===== config.mk =====
export PLATFORM = sky130hd
export DESIGN_NAME = base64_stream_encoder
export DESIGN_NICKNAME = d
export VERILOG_FILES = /design/src/rtl/core/b64e_pkg.sv /design/src/rtl/core/b64e_front.sv /design/src/rtl/core/b64e_queue.sv /design/src/rtl/core/b64e_back.sv /design/src/rtl/core/base64_stream_encoder.sv
export SDC_FILE = /design/constraint.sdc
export NUM_CORES = 1
export LEC_CHECK = 0
export ABC_AREA = 1
export BUFFER_PORTS_ARGS = -buffer_cell sky130_fd_sc_hd__buf_2
export CAP_MARGIN = 20
export CORE_MARGIN = 4
export CORE_UTILIZATION = 40
export CTS_CLUSTER_DIAMETER = 60
export DETAILED_ROUTE_END_ITERATION = 7
export GPL_TIMING_DRIVEN = 0
export HOLD_SLACK_MARGIN = 0.05
export PLACE_DENSITY_LB_ADDON = 0.05
export SLEW_MARGIN = 0
export SYNTH_ARGS = -nofsm -noshare
export SYNTH_HDL_FRONTEND = slang
export SYNTH_SLANG_ARGS = --single-unit

===== constraint.sdc =====
create_clock -name clk -period 6.1 [get_ports clk]
set_input_delay 1.83 -clock clk [delete_from_list [all_inputs] [get_ports clk]]
set_output_delay 1.83 -clock clk [all_outputs]
set_load 0.02 [all_outputs]

===== src/rtl/core/b64e_pkg.sv =====
// Shared types, constants and the alphabet function for the Base64 stream encoder.
// No dependencies; every other file of the encoder imports this package.
package b64e_pkg;

  // Character code and the per-item job carried from the front end to the back end.
  typedef logic [6:0] char_t;
  typedef logic [1:0] mode_t;

  localparam int MAX_CHARS = 6;
  localparam int CNT_W     = 3;

  typedef struct packed {
    logic [MAX_CHARS-1:0][6:0] chars;
    logic [CNT_W-1:0]          cnt;
  } job_t;

  // Mode register codes; the unused code behaves as standard.
  localparam mode_t MODE_STD  = 2'd0;
  localparam mode_t MODE_MIME = 2'd1;
  localparam mode_t MODE_URL  = 2'd2;

  // Group position codes.
  localparam logic [1:0] POS_FIRST  = 2'd0;
  localparam logic [1:0] POS_SECOND = 2'd1;
  localparam logic [1:0] POS_THIRD  = 2'd2;

  localparam char_t CHAR_PAD = 7'h3D;
  localparam char_t CHAR_CR  = 7'h0D;
  localparam char_t CHAR_LF  = 7'h0A;

  localparam int LINE_CHARS_DEF  = 76;
  localparam int QUEUE_DEPTH_DEF = 2;

  // Map a six-bit value onto the standard or URL-safe alphabet.
  function automatic char_t sextet_char(input logic [5:0] v, input logic url);
    char_t c;
    c = '0;
    if (v < 6'd26) begin
      c = 7'({1'b0, v}) + 7'd65;
    end else if (v < 6'd52) begin
      c = 7'({1'b0, v}) + 7'd71;
    end else if (v < 6'd62) begin
      c = 7'({1'b0, v}) - 7'd4;
    end else if (v == 6'd62) begin
      c = url ? 7'h2D : 7'h2B;
    end else begin
      c = url ? 7'h5F : 7'h2F;
    end
    return c;
  endfunction

endpackage


===== src/rtl/core/b64e_front.sv =====
// Front end of the Base64 stream encoder: mode register, group state and job building.
// Depends on b64e_pkg.
module b64e_front #(
  parameter int LINE_CHARS = b64e_pkg::LINE_CHARS_DEF
) (
  input  logic            clk,
  input  logic            rst_n,
  input  logic            cfg_valid,
  output logic            cfg_ready,
  input  b64e_pkg::mode_t cfg_mode,
  input  logic            in_valid,
  output logic            in_stall,
  input  logic [7:0]      in_data_byte,
  input  logic            in_final_byte,
  input  logic            q_full,
  output logic            q_push,
  output b64e_pkg::job_t  q_job
);
  import b64e_pkg::*;

  mode_t      mode_r;
  logic [1:0] pos_r, pos_nxt;
  logic [3:0] carry_r, carry_nxt;
  logic [6:0] line_r, line_nxt;
  logic       accept;
  logic       url;
  logic       padded;
  logic [2:0] idx;

  // Configuration writes are always taken; the user must write only while the block is idle, which it does not enforce.
  assign cfg_ready = 1'b1;

  always_ff @(posedge clk) begin
    if (!rst_n) begin
      mode_r <= MODE_STD;
    end else if (cfg_valid && cfg_ready) begin
      mode_r <= cfg_mode;
    end
  end

  // An item is taken whenever the queue has room.
  assign in_stall = q_full;
  assign accept   = in_valid && !in_stall;
  assign q_push   = accept;
  assign url      = (mode_r == MODE_URL);
  assign padded   = (mode_r != MODE_URL);

  // Build the character list for this item and the next group state.
  always_comb begin
    q_job     = '0;
    idx       = '0;
    pos_nxt   = pos_r;
    carry_nxt = carry_r;
    line_nxt  = line_r;
    unique case (pos_r)
      POS_SECOND: begin
        q_job.chars[idx] = sextet_char({carry_r[1:0], in_data_byte[7:4]}, url);
        idx = idx + 3'd1;
        carry_nxt = in_data_byte[3:0];
        pos_nxt   = POS_THIRD;
        if (in_final_byte) begin
          q_job.chars[idx] = sextet_char({in_data_byte[3:0], 2'b00}, url);
          idx = idx + 3'd1;
          if (padded) begin
            q_job.chars[idx] = CHAR_PAD;
            idx = idx + 3'd1;
          end
        end
      end
      POS_THIRD: begin
        q_job.chars[idx] = sextet_char({carry_r, in_data_byte[7:6]}, url);
        idx = idx + 3'd1;
        q_job.chars[idx] = sextet_char(in_data_byte[5:0], url);
        idx = idx + 3'd1;
        carry_nxt = '0;
        pos_nxt   = POS_FIRST;
      end
      default: begin
        // A group begins here; MIME breaks the line first when it is full.
        if (mode_r == MODE_MIME) begin
          if (line_r >= 7'(LINE_CHARS)) begin
            q_job.chars[idx] = CHAR_CR;
            idx = idx + 3'd1;
            q_job.chars[idx] = CHAR_LF;
            idx = idx + 3'd1;
            line_nxt = 7'd4;
          end else begin
            line_nxt = line_r + 7'd4;
          end
        end
        q_job.chars[idx] = sextet_char(in_data_byte[7:2], url);
        idx = idx + 3'd1;
        carry_nxt = {2'b00, in_data_byte[1:0]};
        pos_nxt   = POS_SECOND;
        if (in_final_byte) begin
          q_job.chars[idx] = sextet_char({in_data_byte[1:0], 4'b0000}, url);
          idx = idx + 3'd1;
          if (padded) begin
            q_job.chars[idx] = CHAR_PAD;
            idx = idx + 3'd1;
            q_job.chars[idx] = CHAR_PAD;
            idx = idx + 3'd1;
          end
        end
      end
    endcase
    q_job.cnt = idx;
    // The last byte of a message returns the group state to its reset values.
    if (in_final_byte) begin
      pos_nxt   = POS_FIRST;
      carry_nxt = '0;
      line_nxt  = '0;
    end
  end

  always_ff @(posedge clk) begin
    if (!rst_n) begin
      pos_r   <= POS_FIRST;
      carry_r <= '0;
      line_r  <= '0;
    end else if (accept) begin
      pos_r   <= pos_nxt;
      carry_r <= carry_nxt;
      line_r  <= line_nxt;
    end
  end

  // Every job carries at least one character.
  a_job_nonempty: assert property (@(posedge clk) disable iff (!rst_n)
    q_push |-> (q_job.cnt != 3'd0))
    else $error("front end produced an empty job");

  // The group position never reaches the unused code.
  a_pos_legal: assert property (@(posedge clk) disable iff (!rst_n)
    pos_r != 2'd3)
    else $error("group position left its range");

  // After a final byte the state is back at its reset values.
  a_final_clears: assert property (@(posedge clk) disable iff (!rst_n)
    accept && in_final_byte |=> (pos_r == POS_FIRST) && (carry_r == 4'd0) && (line_r == 7'd0))
    else $error("state not cleared after final byte");

endmodule


===== src/rtl/core/b64e_queue.sv =====
// Short job queue between the front and back ends of the Base64 stream encoder.
// Depends on b64e_pkg.
module b64e_queue #(
  parameter int DEPTH = b64e_pkg::QUEUE_DEPTH_DEF
) (
  input  logic           clk,
  input  logic           rst_n,
  input  logic           push,
  input  b64e_pkg::job_t push_job,
  input  logic           pop,
  output logic           full,
  output logic           not_empty,
  output b64e_pkg::job_t head_job
);
  import b64e_pkg::*;

  localparam int PW = (DEPTH > 1) ? $clog2(DEPTH) : 1;
  localparam int CW = $clog2(DEPTH + 1);

  job_t          mem_r [DEPTH];
  logic [PW-1:0] wr_ptr_r, rd_ptr_r;
  logic [CW-1:0] count_r;
  logic          do_push;
  logic          do_pop;

  assign full      = (count_r == CW'(DEPTH));
  assign not_empty = (count_r != '0);
  assign head_job  = mem_r[rd_ptr_r];
  assign do_push   = push && !full;
  assign do_pop    = pop && not_empty;

  // Entry storage; no reset needed on the payload.
  always_ff @(posedge clk) begin
    if (do_push) begin
      mem_r[wr_ptr_r] <= push_job;
    end
  end

  // Pointers wrap at the depth, which need not be a power of two.
  always_ff @(posedge clk) begin
    if (!rst_n) begin
      wr_ptr_r <= '0;
      rd_ptr_r <= '0;
      count_r  <= '0;
    end else begin
      if (do_push) begin
        wr_ptr_r <= (wr_ptr_r == PW'(DEPTH - 1)) ? '0 : wr_ptr_r + 1'b1;
      end
      if (do_pop) begin
        rd_ptr_r <= (rd_ptr_r == PW'(DEPTH - 1)) ? '0 : rd_ptr_r + 1'b1;
      end
      if (do_push && !do_pop) begin
        count_r <= count_r + 1'b1;
      end else if (do_pop && !do_push) begin
        count_r <= count_r - 1'b1;
      end
    end
  end

  a_no_overflow: assert property (@(posedge clk) disable iff (!rst_n)
    push |-> !full)
    else $error("push into a full queue");

  a_no_underflow: assert property (@(posedge clk) disable iff (!rst_n)
    pop |-> not_empty)
    else $error("pop from an empty queue");

  a_count_range: assert property (@(posedge clk) disable iff (!rst_n)
    count_r <= CW'(DEPTH))
    else $error("queue count beyond depth");

endmodule


===== src/rtl/core/b64e_back.sv =====
// Back end of the Base64 stream encoder: sends the queued characters one per cycle unless out_stall holds them.
// Depends on b64e_pkg.
module b64e_back (
  input  logic           clk,
  input  logic           rst_n,
  input  logic           q_not_empty,
  input  b64e_pkg::job_t q_head,
  output logic           q_pop,
  output logic           out_valid,
  input  logic           out_stall,
  output logic [6:0]     out_char,
  output logic           out_run_end
);
  import b64e_pkg::*;

  logic [CNT_W-1:0] idx_r, idx_nxt;
  logic             valid_r, valid_nxt;
  char_t            char_r, char_nxt;
  logic             end_r, end_nxt;
  logic             load;
  logic             last_char;

  // The output register takes a new character when it is empty or being drained.
  assign load      = q_not_empty && (!valid_r || !out_stall);
  assign last_char = (idx_r == q_head.cnt - 3'd1);
  assign q_pop     = load && last_char;

  always_comb begin
    idx_nxt   = idx_r;
    valid_nxt = valid_r;
    char_nxt  = char_r;
    end_nxt   = end_r;
    if (load) begin
      valid_nxt = 1'b1;
      char_nxt  = q_head.chars[idx_r];
      end_nxt   = last_char;
      idx_nxt   = last_char ? '0 : idx_r + 3'd1;
    end else if (!out_stall) begin
      valid_nxt = 1'b0;
    end
  end

  always_ff @(posedge clk) begin
    if (!rst_n) begin
      idx_r   <= '0;
      valid_r <= 1'b0;
    end else begin
      idx_r   <= idx_nxt;
      valid_r <= valid_nxt;
    end
  end

  // Payload of the output register.
  always_ff @(posedge clk) begin
    char_r <= char_nxt;
    end_r  <= end_nxt;
  end

  assign out_valid   = valid_r;
  assign out_char    = char_r;
  assign out_run_end = end_r;

  a_idx_in_job: assert property (@(posedge clk) disable iff (!rst_n)
    q_not_empty |-> (idx_r < q_head.cnt))
    else $error("character index beyond job length");

  a_idx_idle_zero: assert property (@(posedge clk) disable iff (!rst_n)
    !q_not_empty |-> (idx_r == '0))
    else $error("character index not reset between jobs");

  a_pop_marks_end: assert property (@(posedge clk) disable iff (!rst_n)
    q_pop |=> out_valid && out_run_end)
    else $error("job finished without a run end mark");

endmodule


===== src/rtl/core/base64_stream_encoder.sv =====
// Base64 stream encoder, one byte an item in, one character a result out.
// Each item is registered in the queue, and its first character then in the output register.
// Throughput: one character a cycle while out_stall is low and jobs are queued; an item
// yields 1 to 6 characters (4 for every 3 items in a long message, more with padding and
// line breaks); the single output register sets this rate.
// Reset (rst_n, synchronous, active low) clears the mode to standard and the group state.
module base64_stream_encoder #(
  parameter int LINE_CHARS  = b64e_pkg::LINE_CHARS_DEF,
  parameter int QUEUE_DEPTH = b64e_pkg::QUEUE_DEPTH_DEF
) (
  input  logic            clk,
  input  logic            rst_n,
  input  logic            cfg_valid,
  output logic            cfg_ready,
  input  b64e_pkg::mode_t cfg_mode,
  input  logic            in_valid,
  output logic            in_stall,
  input  logic [7:0]      in_data_byte,
  input  logic            in_final_byte,
  output logic            out_valid,
  input  logic            out_stall,
  output logic [6:0]      out_char,
  output logic            out_run_end
);
  import b64e_pkg::*;

  job_t push_job;
  job_t head_job;
  logic q_push;
  logic q_pop;
  logic q_full;
  logic q_not_empty;

  // Front end: takes items and turns each into a job of characters.
  b64e_front #(
    .LINE_CHARS (LINE_CHARS)
  ) u_front (
    .clk           (clk),
    .rst_n         (rst_n),
    .cfg_valid     (cfg_valid),
    .cfg_ready     (cfg_ready),
    .cfg_mode      (cfg_mode),
    .in_valid      (in_valid),
    .in_stall      (in_stall),
    .in_data_byte  (in_data_byte),
    .in_final_byte (in_final_byte),
    .q_full        (q_full),
    .q_push        (q_push),
    .q_job         (push_job)
  );

  // Queue between the two sides.
  b64e_queue #(
    .DEPTH (QUEUE_DEPTH)
  ) u_queue (
    .clk       (clk),
    .rst_n     (rst_n),
    .push      (q_push),
    .push_job  (push_job),
    .pop       (q_pop),
    .full      (q_full),
    .not_empty (q_not_empty),
    .head_job  (head_job)
  );

  // Back end: sends the characters of each job in order.
  b64e_back u_back (
    .clk         (clk),
    .rst_n       (rst_n),
    .q_not_empty (q_not_empty),
    .q_head      (head_job),
    .q_pop       (q_pop),
    .out_valid   (out_valid),
    .out_stall   (out_stall),
    .out_char    (out_char),
    .out_run_end (out_run_end)
  );

endmodule

==> results of run 1 <==
report_power, final:
part | leakage (uW) | internal [uW] | switching (uW) | total (uW)
registers | 0.000826 | 829 | 52.8 | 882
clock network | 0.000158 | 397 | 220 | 618
logic | 0.00192 | 230 | 528 | 758
registers in the layout, summed over array words and instances, names as in the netlist, 2 cells and up, named ones only:
register         flops
u_queue.mem_r       60
u_back.out_char      7
u_front.line_r       5
u_front.carry_r      4
u_back.idx_r         3
u_front.mode_r       2
u_front.pos_r        2
u_queue.count_r      2
path summary, 6_finish.rpt:
check / from / endpoint / slack, ns / depth (start not counted)
setup / recovery: in_data_byte[1] / u_queue.mem_r[1][14] / 2.22 / 15
setup reg to reg: flip-flop / u_queue.count_r[1] / 3.18 / 12
hold / removal: u_front.carry_r[3] / u_front.carry_r[3] / 0.50 / 2
hold reg to reg: u_front.carry_r[3] / u_front.carry_r[3] / 0.50 / 2
cell families (layout without fill, tap and decap cells):
family | after synthesis | after routing | synth area share
compound gates | 149 | 149 | 0.1415
simple gates | 396 | 396 | 0.2805
mux | 1 | 1 | 0.001621
other cells | 1 | 1 | 0.0006074
xor+xnor | 20 | 20 | 0.02837
fa+ha+maj | 33 | 33 | 0.06688
flops | 90 | 90 | 0.4021
buf+inv | 112 | 151 | 0.07843
layout by cell type, fill, tap and decap left out, types with 9 or more instances in the layout:
cell type,count
nand2_1,193
nand3_1,88
nor2_1,75
inv_1,70
o21ai_0,69
edfxtp_1,68
buf_2,33
ha_1,33
a21oi_1,27
dfxtp_1,22
xor2_1,16
inv_2,12
nand4_1,11
o211ai_1,11
buf_4,9
nor2_4,9
clkbuf_16,9
through the flow:
step                      area, um2  hold slack [ns]  setup slack (ns)  std cells  power [uW]
after floorplan                6173           0.4577             2.277        802        1416
after global placement         6524           0.4735             1.362       1013        1645
after detailed placement       6539           0.4892             1.904       1013        1654
after CTS                      6873           0.5000             2.259       1029        2274
after global routing           6873           0.5319             2.076       1029        2395
final                          6873           0.4970             2.216       1029        2257
area by class of cell:
| type | count | area (um2) |
|---|---|---|
| Clock inverter | 6 | 105.1 |
| Inverter | 85 | 321.6 |
| Tap cell | 188 | 235.2 |
| Sequential cell | 90 | 2482 |
| Buffer | 27 | 162.7 |
| Multi-Input combinational cell | 600 | 3222 |
| Timing Repair Buffer | 23 | 115.1 |
| Fill cell | 1535 | 8273 |
| Clock buffer | 10 | 229.0 |
layer usage:
layer	up-vias	global-route usage	part of all wire
met5	-	0	0
met4	0	0.06293	0.018
met3	21	0.02595	0.042
met2	155	0.3469	0.49
met1	2633	0.2681	0.45
li1	2791	-	-
worst reg2reg max path, delay by kind of cell, from the launching register on:
kind	cells	cell delay, ns
adder cells (fa/ha/maj)	2	0.58
AO/OA/AOI/OAI	4	0.49
buffers and inverters	2	0.47
flip-flops	1	0.42
XOR/XNOR	2	0.34
multiplexers	1	0.31
AND/OR/NAND/NOR	1	0.20
==> results.py, run 1 <==
metrics = {
    "logic_synthesis": {
        "synth.net_count": 851,
        "ys.flop_type": "edfxtp_1",
        "yosysTopAreaCell": "edfxtp_1",
        "async_reset_ff_frac": 0,
        "syn_area_per_cell_um2": 7.698,
        "synth_edf_count": 68,
        "synth_area_leaders": "edfxtp_1, nand2_1, dfxtp_1",
        "yosysWarningCount": 0,
        "ys_types": 46,
        "ys_ff_latch": 90,
        "yosys-top-cells-count": "nand2_1, nand3_1, nor2_1, inv_1, o21ai_0",
        "yosysMostFrequentCell": "nand2_1",
        "netlist.area_leader.share": 0.3308,
        "syn-instance-count": 802,
        "synth.cell_area_mm2": 0.006173,
        "synth-seq-area-share": 0.4021,
    },
    "sta": {
        "finalSetupTns_ns": 0,
        "min_period_ns": 3.884,
        "fin_skew_ns": 0.008926,
        "worstMarginPinSlew_ns": 0.9382,
        "finalHoldViolations": 0,
        "fmax_ghz": 0.2575,
        "final_max_slew_viol_count": 0,
        "finalSetupViolations": 0,
        "rsz0062_at_grt": "no",
        "fin_crit_sh": 0.6367,
        "relSlewSlack": 0.3730,
    },
    "clock_tree": {
        "clkSlewWorstSetupHoldPaths_ns": 0.06,
        "cts_root_buffer": "clkbuf_16",
        "ctsResizeCount": 0,
        "clk_latency_ns": 0.34,
        "cts.path.max_buffers": 2,
        "cts_buffers": 9,
        "cts.sinks": 90,
        "htreeDepth": 3,
        "cts_tree": "done",
        "hold_buffers": 0,
        "post-cts-setup-buffer-count": 0,
    },
    "die": {
        "initial_core_util": 0.4076,
        "die_area_mm2": 0.01748,
        "dieWidth_um": 132.2,
        "io_pins": 27,
        "die_h_um": 132.2,
        "coreArea_mm2": 0.01515,
        "rows": 45,
    },
    "worst_setup_path": {
        "arrival_ns": 3.95,
        "slowest_stage": "ha_1",
        "worstSetupPathType": "in -> reg",
        "crit_buf_inv": 4,
        "crit_path_end_kind": "flip-flop",
        "setup.worst_path.start_class": "input port",
        "required_ns": 6.16,
        "crit_fanout": 8,
        "cp_top_family": "buffers and inverters",
        "crit_chain": "buf_2 -> buf_2 -> inv_2 -> ha_1 -> inv_1 -> nand2_1 -> nand2_1 -> nand2_1 -> ha_1 -> o21bai_1 -> xor2_1 -> o21bai_1 -> nand2_1 -> nand2_1 -> nand2_1",
        "critPathMaxStageDelay_ns": 0.25,
        "cpMostUsedCell": "nand2_1",
    },
    "final_layout": {
        "antenna_cells": 0,
        "drive_gt1_frac": 0.1141,
        "final_util": 0.4538,
        "areaGrowthSynthToFinish_pct": 11.33,
        "final_nets": 885,
    },
    "pwr": {
        "vdd_drop_max_mv": 0.1561,
        "leakage_uw": 0.002906,
        "p_per_area_mw_per_mm2": 328.5,
    },
    "flow_run": {
        "maxCapViolations": 0,
    },
    "global_routing": {
        "grt_pass1_vias": 5255,
        "grt_max_degree": 32,
        "grt.total_usage": 0.2026,
        "grt_pass1_wl_um": 28420,
        "antenna_found_initial": 0,
        "grt_overflow": 0,
    },
    "detailed_routing": {
        "drt_iter0_markers": 376,
        "drt_first_pass_iters": 5,
        "ant_nets": 0,
        "wirelength_um": 17800,
        "post_drt_wl_per_cell_um": 17.30,
        "route.detailed.drc": 0,
        "viasPerCell": 5.442,
        "via_count": 5600,
    },
    "placement": {
        "gp_congestion": 0.9075,
        "portBuffers": 23,
        "post-dp-hpwl_um": 13390,
    },
    "run_status": {
        "status": "finished clean",
    },
    "min_path": {
        "hold_path.class": "reg -> reg",
    },
}
Power figures use the tool's default switching activity.
==> run 2: changes to the inputs <==
--- a/config.mk
+++ b/config.mk
@@ -5,7 +5,7 @@
 export SDC_FILE = /design/constraint.sdc
 export NUM_CORES = 1
 export LEC_CHECK = 0
-export ABC_AREA = 1
+export ABC_AREA = 0
 export BUFFER_PORTS_ARGS = -buffer_cell sky130_fd_sc_hd__buf_2
 export CAP_MARGIN = 20
 export CORE_MARGIN = 4
==> constraint.sdc (replaced) <==
create_clock -name clk -period 3.3 [get_ports clk]
set_input_delay 0.99 -clock clk [delete_from_list [all_inputs] [get_ports clk]]
set_output_delay 0.99 -clock clk [all_outputs]
set_load 0.02 [all_outputs]
==> run 2 against run 1 <==
Count of clock-buffer cells in the layout shrank 1. Utilization grew 0.53 points. Non-clock buffer count up 13. Clock power grew 61%. Global-route usage down 0.69 points. Worst hold slack got worse by 0.0024 ns. Largest cell class unchanged.
==> results.py, run 2 <==
metrics = {
    "placement": {
        "dpl.cell_count": 818,
        "post-dp-hpwl_um": 12340,
        "place_ws_ns": -0.8573,
        "gp_congestion": 0.8945,
        "portBuffers": 25,
    },
    "clock_tree": {
        "htreeDepth": 3,
        "cts_tree": "done",
        "clkSlewWorstSetupHoldPaths_ns": 0.06,
        "cts.sinks": 90,
        "clk_latency_ns": 0.33,
        "cts_buffers": 9,
        "cts_root_buffer": "clkbuf_16",
        "cts.path.max_buffers": 2,
    },
    "pwr": {
        "seqPwrFrac": 0.413,
        "p_sw_frac": 0.3235,
        "leakage_uw": 0.002417,
        "p_per_area_mw_per_mm2": 576.6,
        "p_sw_uw": 1240,
        "combPwrFrac": 0.327,
        "power.internal_uw": 2592,
        "clkPwrFrac": 0.260,
        "vdd_drop_max_mv": 0.2864,
    },
    "logic_synthesis": {
        "yosysTopAreaCell": "edfxtp_1",
        "netlist.area_leader.share": 0.3454,
        "yosysWarningCount": 0,
        "synth_area_leaders": "edfxtp_1, dfxtp_1, ha_1",
        "yosysMostFrequentCell": "edfxtp_1",
        "synth.net_count": 657,
        "synth-seq-area-share": 0.4199,
        "async_reset_ff_frac": 0,
        "ys_types": 68,
        "syn-instance-count": 608,
        "synth_edf_count": 68,
        "yosys-top-cells-count": "edfxtp_1, nand2_1, nor2_1, a21oi_1, o21ai_0",
        "synth.cell_area_mm2": 0.005912,
        "ys.flop_type": "edfxtp_1",
        "ys_ff_latch": 90,
        "syn_area_per_cell_um2": 9.724,
    },
    "sta": {
        "fin_skew_ns": 0.01015,
        "finalSetupTns_ns": 0,
        "finalSetupViolations": 0,
        "min_period_ns": 3.163,
        "rsz0062_at_grt": "no",
        "fmax_ghz": 0.3161,
        "worstMarginPinSlew_ns": 0.8576,
        "relSlewSlack": 0.4269,
        "fin_crit_sh": 0.9585,
        "finalWorstSetupSlack_ns": 0.1369,
        "finalHoldViolations": 0,
        "final_max_slew_viol_count": 0,
        "finalHoldWorstSlack_ns": 0.4946,
    },
    "worst_setup_path": {
        "required_ns": 3.41,
        "crit_fanout": 10,
        "timing.rr.end": "u_queue.count_r[1]",
        "rrSetupSlack_ns": 0.47,
        "setup.worst_path.start_class": "input port",
        "crit_path_end_kind": "flip-flop",
        "reg2regPathDepth": 11,
        "worstSetupPathType": "in -> reg",
        "arrival_ns": 3.27,
    },
    "run_status": {
        "status": "finished clean",
    },
    "die": {
        "initial_core_util": 0.4083,
        "die_area_mm2": 0.01679,
        "die_h_um": 129.6,
        "dieWidth_um": 129.6,
        "coreArea_mm2": 0.01448,
        "io_pins": 27,
        "rows": 44,
    },
    "detailed_routing": {
        "route.detailed.drc": 0,
        "drt_first_pass_iters": 5,
        "ant_nets": 0,
        "wirelength_um": 16110,
        "drt_iter0_markers": 349,
        "viasPerCell": 5.780,
        "post_drt_wl_per_cell_um": 19.29,
        "via_count": 4826,
    },
    "global_routing": {
        "grt_pass1_vias": 4698,
        "grt_overflow": 0,
        "grt.total_usage": 0.1957,
        "grt_max_degree": 32,
        "antenna_found_initial": 0,
        "grt_pass1_wl_um": 25560,
    },
    "final_layout": {
        "fillCellCount": 1418,
        "final_nets": 695,
        "antenna_cells": 0,
        "final_cell_mix": "edfxtp_1, nand2_1, nor2_1",
        "regMostFlops": "u_queue.mem_r",
        "final_common_cell": "edfxtp_1",
        "drive_gt1_frac": 0.1459,
        "final_util": 0.4590,
        "areaGrowthSynthToFinish_pct": 12.42,
        "fin_cells": 835,
        "largest_reg_flops": 60,
    },
    "min_path": {
        "hold_end": "u_back.out_valid",
        "hold_path.class": "reg -> reg",
        "min_from": "u_back.out_valid",
        "hold_depth": 2,
    },
    "flow_run": {
        "maxCapViolations": 0,
    },
}
[run 2: worst max-delay path by stage]
stage / start / endpoint / slack [ns] / cells after the start
2_1_floorplan: in_data_byte[1] / u_queue.mem_r[0][14] / 0.08 / 11
3_3_place_gp: in_data_byte[2] / u_queue.mem_r[0][8] / -0.74 / 9
3_5_place_dp: in_data_byte[2] / u_queue.mem_r[1][15] / -0.86 / 9
4_1_cts: in_data_byte[2] / u_queue.mem_r[0][7] / 0.03 / 9
5_1_grt: in_data_byte[1] / u_queue.mem_r[1][14] / 0.005 / 11
6_report: in_data_byte[7] / u_queue.mem_r[1][21] / 0.14 / 9
[run 2: stage by stage]
| step | area (um2) | total power [uW] |
|---|---|---|
| after floorplan | 5912 | 2489 |
| after global placement | 6267 | 2836 |
| after detailed placement | 6302 | 2883 |
| after CTS | 6618 | 3883 |
| after global routing | 6646 | 4059 |
| final | 6646 | 3832 |
[run 2: timing repair]
action / in CTS / in global routing
buffers inserted: 0 / 3
endpoints found under the setup margin: 32 / 21
resized for setup: 10 / 7
hold buffers: 0 / 0
[run 2: area by class of cell]
class | instances | area, um2 | area share
Tap cell | 184 | 230.2 | 0.03464
Timing Repair Buffer | 29 | 167.7 | 0.02523
Clock inverter | 7 | 70.07 | 0.01054
Multi-Input combinational cell | 452 | 3157 | 0.4750
Inverter | 30 | 118.9 | 0.01788
Sequential cell | 90 | 2482 | 0.3735
Clock buffer | 9 | 225.2 | 0.03389
Buffer | 34 | 195.2 | 0.02937
[run 2: critical path, stage by stage]
cell      delay (ns)
buf_2           0.15
clkbuf_2        0.27
inv_1           0.15
ha_1            0.24
a21oi_1         0.46
a211oi_1        0.11
o32ai_2         0.46
inv_1           0.10
a21oi_1         0.34
[run 2: metal layers]
metal	track usage	share of wire
met5	0	0
met4	0.05990	0.020
met1	0.2601	0.44
met3	0.02102	0.038
met2	0.3367	0.50
[run 2: logic make-up after synthesis]
group	count (synthesis)	share of synthesized area
fa+ha+maj	33	0.06984
flops	90	0.4199
mux	28	0.07090
compound gates	158	0.1769
buf+inv	66	0.05185
simple gates	204	0.1685
other cells	1	0.0006343
xor+xnor	28	0.04148
[run 2: power by group through the flow]
stage / Combinational (uW) / Clock (uW) / Sequential (uW)
6_report: 1250 / 994 / 1580
4_1_cts: 1280 / 1020 / 1590
3_5_place_dp: 1270 / 0 / 1610
2_1_floorplan: 816 / 0 / 1670
3_3_place_gp: 1230 / 0 / 1610
5_1_grt: 1380 / 1070 / 1610
